`config.mk`:
```
export PLATFORM = sky130hd
export DESIGN_NAME = s2l_code
export DESIGN_NICKNAME = d
export VERILOG_FILES = /design/src/design/s2l_pkg.sv /design/src/design/s2l_code.sv
export SDC_FILE = /design/constraint.sdc
export NUM_CORES = 1
export LEC_CHECK = 0
export BUFFER_PORTS_ARGS = -buffer_cell sky130_fd_sc_hd__buf_4
export CORE_MARGIN = 2
export CORE_UTILIZATION = 40
export DETAILED_ROUTE_END_ITERATION = 16
export GPL_TIMING_DRIVEN = 1
export PLACE_DENSITY = 0.66
export SLEW_MARGIN = 20
export SYNTH_ARGS = -nofsm -noshare
export SYNTH_HDL_FRONTEND = slang
export SYNTH_SLANG_ARGS = --single-unit
```
`constraint.sdc`:
```
create_clock -name clk -period 13.6 [get_ports clk]
set_clock_uncertainty 0.05 [all_clocks]
set_input_delay 2.04 -clock clk [delete_from_list [all_inputs] [get_ports clk]]
set_output_delay 2.04 -clock clk [all_outputs]
set_load 0.05 [all_outputs]
```
`src/design/s2l_pkg.sv`:
```
package s2l_pkg;

	// default fraction bits of the internal fixed-point path
	localparam int FRAC_BITS_DEF = 16;
	// fraction bits used while building the gamma table
	localparam int GAM_BITS = 30;
	// entries of the per-channel gamma table
	localparam int LUT_DEPTH = 256;
	// fixed pipeline stages added to FRAC_BITS (3 front, 2 root wrap, 4 code)
	localparam int PIPE_FIXED = 9;

	// q to the fifth power, each product truncated to Q0.30
	function automatic longint unsigned pow5_g(input longint unsigned q);
		longint unsigned p;
		p = (q * q) >> GAM_BITS;
		p = (p * q) >> GAM_BITS;
		p = (p * q) >> GAM_BITS;
		p = (p * q) >> GAM_BITS;
		return p;
	endfunction

	// linear-light value of one 8-bit sample, evaluated at elaboration only
	function automatic longint unsigned lin_of(input longint unsigned c, input int frac);
		longint unsigned one;
		longint unsigned u;
		longint unsigned s;
		longint unsigned q;
		longint unsigned cand;
		longint unsigned lin30;
		longint unsigned res;
		int sh;
		one = 64'd1 << GAM_BITS;
		if (c <= 64'd10) begin
			res = (((c * 64'd100) << frac) + 64'd164730) / 64'd329460;
		end else begin
			u = (((c * 64'd1000 + 64'd14025) << GAM_BITS) + 64'd134512) / 64'd269025;
			s = (u * u + (one >> 1)) >> GAM_BITS;
			q = 64'd0;
			for (int b = GAM_BITS; b >= 0; b--) begin
				cand = q | (64'd1 << b);
				if (cand <= one && pow5_g(cand) <= s) begin
					q = cand;
				end
			end
			lin30 = (s * q) >> GAM_BITS;
			sh = GAM_BITS - frac;
			res = (lin30 + (64'd1 << (sh - 1))) >> sh;
		end
		return res;
	endfunction

endpackage

```
`src/design/s2l_code.sv`:
```
module s2l_code #(
	parameter int FRAC_BITS = s2l_pkg::FRAC_BITS_DEF
) (
	input  logic               clk,
	input  logic [FRAC_BITS:0] fx,
	input  logic [FRAC_BITS:0] fy,
	input  logic [FRAC_BITS:0] fz,
	output logic [7:0]         lightness,
	output logic [7:0]         a_code,
	output logic [7:0]         b_code
);
	localparam int LW = FRAC_BITS + 18;
	localparam int AW = FRAC_BITS + 14;
	localparam int VW = AW - FRAC_BITS;
	localparam int M100 = 41944;

	logic [LW-1:0] lnum_s1;
	logic [AW-1:0] anum_s1, bnum_s1;

	// stage 1: scaled numerators, two's complement
	always_ff @(posedge clk) begin
		lnum_s1 <= LW'(fy) * LW'(29580) - (LW'(4080) << FRAC_BITS);
		anum_s1 <= AW'(fx) * AW'(750) - AW'(fy) * AW'(750) + (AW'(128) << FRAC_BITS);
		bnum_s1 <= AW'(fy) * AW'(255) - AW'(fz) * AW'(255) + (AW'(96) << FRAC_BITS);
	end

	logic [LW-1:0] lsum;
	logic [16:0]   n2;
	logic [AW-1:0] asum, bsum;
	logic [VW-1:0] av, bv;

	assign lsum = lnum_s1 + (LW'(50) << FRAC_BITS);
	assign n2   = lsum[FRAC_BITS +: 17];
	assign asum = anum_s1 + (AW'(1) << (FRAC_BITS - 1));
	assign bsum = bnum_s1 + (AW'(1) << (FRAC_BITS - 1));
	assign av   = asum[FRAC_BITS +: VW];
	assign bv   = bsum[FRAC_BITS +: VW];

	logic        lneg_s2, lsat_s2;
	logic [14:0] ln_s2;
	logic [7:0]  a_s2, b_s2;

	// stage 2: round, clamp chroma codes, flag lightness sign and saturation
	always_ff @(posedge clk) begin
		lneg_s2 <= lnum_s1[LW-1];
		lsat_s2 <= n2 >= 17'd25600;
		ln_s2   <= n2[14:0];
		if (anum_s1[AW-1]) begin
			a_s2 <= 8'd0;
		end else if (av > VW'(255)) begin
			a_s2 <= 8'd255;
		end else begin
			a_s2 <= av[7:0];
		end
		if (bnum_s1[AW-1]) begin
			b_s2 <= 8'd0;
		end else if (bv > VW'(255)) begin
			b_s2 <= 8'd255;
		end else begin
			b_s2 <= bv[7:0];
		end
	end

	logic        lneg_s3, lsat_s3;
	logic [30:0] lprod_s3;
	logic [7:0]  a_s3, b_s3;

	// stage 3: divide by 100 via reciprocal
	always_ff @(posedge clk) begin
		lneg_s3  <= lneg_s2;
		lsat_s3  <= lsat_s2;
		lprod_s3 <= 31'(ln_s2) * 31'(M100);
		a_s3     <= a_s2;
		b_s3     <= b_s2;
	end

	logic [7:0] l_s4, a_s4, b_s4;

	// stage 4: output words
	always_ff @(posedge clk) begin
		if (lneg_s3) begin
			l_s4 <= 8'd0;
		end else if (lsat_s3) begin
			l_s4 <= 8'd255;
		end else begin
			l_s4 <= lprod_s3[22 +: 8];
		end
		a_s4 <= a_s3;
		b_s4 <= b_s3;
	end

	assign lightness = l_s4;
	assign a_code    = a_s4;
	assign b_code    = b_s4;

endmodule

```
==> results of run 1 <==
==> flip-flops by register name, indices dropped and copies added (netlist names), 12 cells and up <==
name	cells
ln_s2	15
bnum_s1	12
anum_s1	14
lnum_s1	17
==> cells by family after synthesis <==
family	after synthesis	synth area share, %
AOI/OAI and AO/OA	249	6.94
xor gates and xnor gates	128	4.65
adders and majority gates	871	59.3
buffers and inverters	795	12.4
DFF	126	10.5
muxes	4	0.228
and+or+nand+nor	298	6.03
==> cell type report <==
cell class | count | area [sq um] | area share, %
well taps | 782 | 978 | 3.73
multi-input cells | 1550 | 18600 | 70.9
flip-flops and latches | 126 | 2520 | 9.61
clock inverters | 14 | 230 | 0.877
inverters | 779 | 2920 | 11.1
clock buffers | 18 | 429 | 1.63
repair buffers | 75 | 563 | 2.14
==> metal layers <==
layer	part of all wire, %	track usage (%)	up-vias
met5	0	0	-
met4	1.7	4.15	0
met3	4.2	2.63	44
met2	50	28.9	250
met1	45	22.5	7747
li1	-	-	7710
==> synthesized netlist by cell type (all sizes together) (3+ instances only) <==
cell,number
and4,4
a21boi,5
or2,7
a211oi,7
ha,413
a31oi,15
nand2,60
and2,8
nor2,89
a2111oi,3
a31o,5
or3,3
o211ai,7
fa,455
nor3,26
a21oi,79
o41ai,3
clkbuf,14
xnor2,86
nand3,35
inv,779
xor2,42
a21o,36
nand2b,15
maj3,3
nor2b,17
o21bai,6
o21ai,33
nand4,11
a41oi,3
and3,16
o31ai,4
dfxtp,126
a211o,8
o21a,15
o2111ai,8
==> stage by stage <==
stage	worst slack (ns)	std cells	hold slack, ns
3_5_place_dp	4.60	3312	0.262
3_3_place_gp	4.71	3312	0.260
5_1_grt	4.54	3344	0.279
6_report	5.03	3344	0.273
2_1_floorplan	5.32	2471	0.260
4_1_cts	5.06	3344	0.270
==> worst max-delay path, cell delays in order <==
cell       delay, ns
buf_4           0.18
fa_1            0.60
inv_1           0.12
fa_1            0.51
inv_1           0.05
fa_1            0.52
fa_1            0.44
fa_1            0.54
inv_1           0.05
fa_1            0.52
inv_1           0.04
ha_1            0.29
a21o_1          0.12
a21oi_1         0.06
o21a_1          0.18
a211oi_1        0.54
nor4_1          0.19
nor3_1          0.39
o21a_1          0.22
nor2_1          0.06
xnor2_1         0.15
ha_1            0.24
nor2_1          0.09
maj3_1          0.35
nand2_1         0.07
o2111ai_1       0.11
xor2_1          0.16
==> final timing paths <==
kind,startpoint,end,slack (ns),depth (start not counted)
setup reg to reg,ln_s2[13],lprod_s3[29],8.33,18
setup / recovery,fy[1],bnum_s1[25],5.03,27
hold / removal,a_s2[3],a_s3[3],0.27,0
hold reg to reg,a_s2[3],a_s3[3],0.27,0
==> metrics, run 1 <==
run status=finished clean; register area share after synthesis=10.5%; flops & latches, synth=about 130; post-CTS sizing=0; Period minus WS final=8.57 ns; post-synthesis instance area=24,100 sq um; num rows=90; first-pass GRT wire length=84.2 mm; largest net degree at the start of global routing=17; Fill cells=5,751; dpl cell area=25,600 sq um; most frequent cells in the layout=inv_1, fa_1, ha_1, dfxtp_1, nor2_1; post-synthesis net count=~3,400; Via Count=roughly 16,000; CP arrival=8.84 ns; drt via density=roughly 4.7; number of enable flip-flop cells after synthesis=0; Worst-Margin Slew=0.912 ns; WL final=48.1 mm; Clock Tree Root=clkbuf_16; commonest non-fill, non-tap cell in the layout=inv_1; GRT Total Usage=16.9%; library cells used by synthesis=64; Placer Congestion=~0.94; Post-DP HPWL=43.0 mm; drt wl/cell=roughly 14 microns; clk sinks=126; syn avg cell area=9.76 sq um; CP Max Fanout=10; Post CTS Setup Buffer Count=0; ANT nets after route=0; DRC=0; H-tree Lvls=4; die area=62,300 sq um; vias in the first global route=17,000; CP Capture Type=flop; FMAX=0.117 GHz; initial antenna violation count=0; cell taking the most area after synthesis=fa_1; share of cells above drive strength 1=5.07%; fin area=26,300 sq um; hold buffers post-CTS=0; clock buffer depth=2; grt total ovfl=0; startpoint types=input port; Starting Density=40.2%; Syn Inst Count=approximately 2,500; Inserted Clock Buffers=17; Final Hold Fails=0; fin util=43.8%; RSZ-0062 raised after global routing=no; # diodes=0; Tcrit/Tclk final=63.0%; max-cap viol count=0; HP Class=flop to flop; CTS tree=built; Chip Height=250 microns; TritonRoute pass-1 iters=5; nets@finish=approximately 3,500; fin. max-slew vios=0; clock transition at the registers of the reported paths=roughly 0.06 ns; Post-synth ARST share=0%; dominant cells by area after synthesis=fa_1, ha_1, inv_1; WP data required=between 10 and 15 ns; PortBufs=75; area share of the largest cell type after synthesis=37.8%; # setup viols final=0; setup_tns=0 ns; io pins=76; Post-synth top flop=dfxtp_1; Placeable Area=60,000 sq um; critical path class=input port to flop; area grow syn2layout=8.88%; Slew HR=38.7%; die width=250 microns; Starting DRT DRC Count=681; clock latency at the later pin of the worst-skew pair=0.46 ns; YS warnings=0
Power of run 1 is left out: the tool's default activity adds up to more than one toggle a clock period on the data nets, which glitch-free logic cannot reach.
==> inputs of run 2 (changes only) <==
==> constraint.sdc (replaced) <==
create_clock -name clk -period 8.2 [get_ports clk]
set_clock_uncertainty 0.05 [all_clocks]
set_input_delay 1.23 -clock clk [delete_from_list [all_inputs] [get_ports clk]]
set_output_delay 1.23 -clock clk [all_outputs]
set_load 0.05 [all_outputs]
==> metrics, run 2 (synthesis results as in run 1) <==
hold endpoint=a_s3[6]; Post-Layout Cell Count=3,363; Clock Tree Root=clkbuf_16; CP arrival=7.99 ns; Buf/Inv on CP=4; most frequent cells in the layout=inv_1, fa_1, ha_1, dfxtp_1, buf_4; drt via density=4.71; hold_sp=a_s2[6]; share of cells above drive strength 1=5.78%; GRT Total Usage=about 17%; WL final=around 50 mm; largest registers=lnum_s1 x17, ln_s2 x15, anum_s1 x14; die area=slightly above 60,000 sq um; Starting Density=40.2%; CP Max Fanout=10; R2R Path End=lprod_s3[29]; clk sinks=about 130; commonest non-fill, non-tap cell in the layout=inv_1; Worst-Margin Slew=0.990 ns; num rows=90; Placeable Area=60,000 sq um; Inserted Clock Buffers=17; critical path class=input port to flop; initial antenna violation count=2; first-pass GRT wire length=85.3 mm; dpl cells=3,331; Worst path most repeated cell=fa_1; Final Hold Fails=0; fin. max-slew vios=0; area grow syn2layout=9.46%; drt wl/cell=14.6 microns; PortBufs=75; # setup viols final=0; setup_tns=0 ns; largest net degree at the start of global routing=17; TritonRoute pass-1 iters=5; clock latency at the later pin of the worst-skew pair=0.45 ns; FMAX=0.131 GHz; ANT nets after route=0; io pins=76; met2 Use GR=29.3%; met1 Use GR=22.1%; Hold Path Depth=0; die width=250 microns; Reg with most FFs=lnum_s1; post-CTS sizing=0; nets@finish=between 3,000 and 4,000; startpoint types=input port; cells on worst reg2reg path=18; Via Count=15,800; Post-DP HPWL=44.3 mm; grt total ovfl=0; CP Capture Type=flop; Starting DRT DRC Count=approximately 640; HP Class=flop to flop; clock transition at the registers of the reported paths=0.07 ns; vias in the first global route=roughly 17,000; max-cap viol count=0; Tcrit/Tclk final=93.2%; clock buffer depth=2; Slew HR=33.4%; busiest grt layer=met2; run status=finished clean; RSZ-0062 raised after global routing=no; highest-delay cell along the critical path=fa_1; Worst R2R Start=ln_s2[13]; Chip Height=250 microns; grt met3 use=3.97%; R2R setup slack=approximately 2.9 ns; Placer Congestion=0.966; Largest register FFs=17; H-tree Lvls=4; CTS tree=built; hold buffers post-CTS=0; CP max stage delay=0.64 ns; DRC=0; Period minus WS final=7.64 ns; Post CTS Setup Buffer Count=0; family with the most delay on the worst path=adder cells; WP data required=roughly 8.6 ns
-- run 2: area by class of cell --
class,instances,area [sq um]
fill,5783,33600
multi-input combinational,1550,18600
inverter,779,2920
sequential,126,2520
tap,782,978
timing repair buffer,94,706
clock buffer,17,425
clock inverter,14,230
antenna,1,2.50
-- run 2: layer usage --
layer	up-vias	share of wire, %	wire, microns
li1	7749	-	-
met1	7768	44	21600
met2	270	49	24100
met3	57	5.2	2530
met4	2	1.9	939
met5	-	0.033	16
-- run 2: worst max path at each step --
| stage | from | endpoint | slack, ns | depth (start not counted) |
|---|---|---|---|---|
| 5_1_grt | fy[7] | anum_s1[27] | 0.08 | 27 |
| 3_5_place_dp | fy[8] | anum_s1[27] | 0.12 | 26 |
| 3_3_place_gp | fy[1] | bnum_s1[25] | 0.26 | 28 |
| 2_1_floorplan | fz[6] | bnum_s1[25] | 0.73 | 27 |
| 6_report | fy[8] | anum_s1[27] | 0.56 | 26 |
| 4_1_cts | fy[8] | anum_s1[27] | 0.61 | 26 |
-- run 2: through the flow --
| step | cell area, sq um | hold WS [ns] | utilization, % | worst slack [ns] |
|---|---|---|---|---|
| after floorplan | 24100 | 0.260 | - | 0.729 |
| after global placement | 25700 | 0.261 | 42.9 | 0.262 |
| after detailed placement | 25700 | 0.262 | 42.9 | 0.120 |
| after CTS | 26400 | 0.273 | 44.0 | 0.608 |
| after global routing | 26400 | 0.276 | 44.0 | 0.0768 |
| final | 26400 | 0.269 | 44.0 | 0.557 |
Power of run 2 is left out for the same reason.
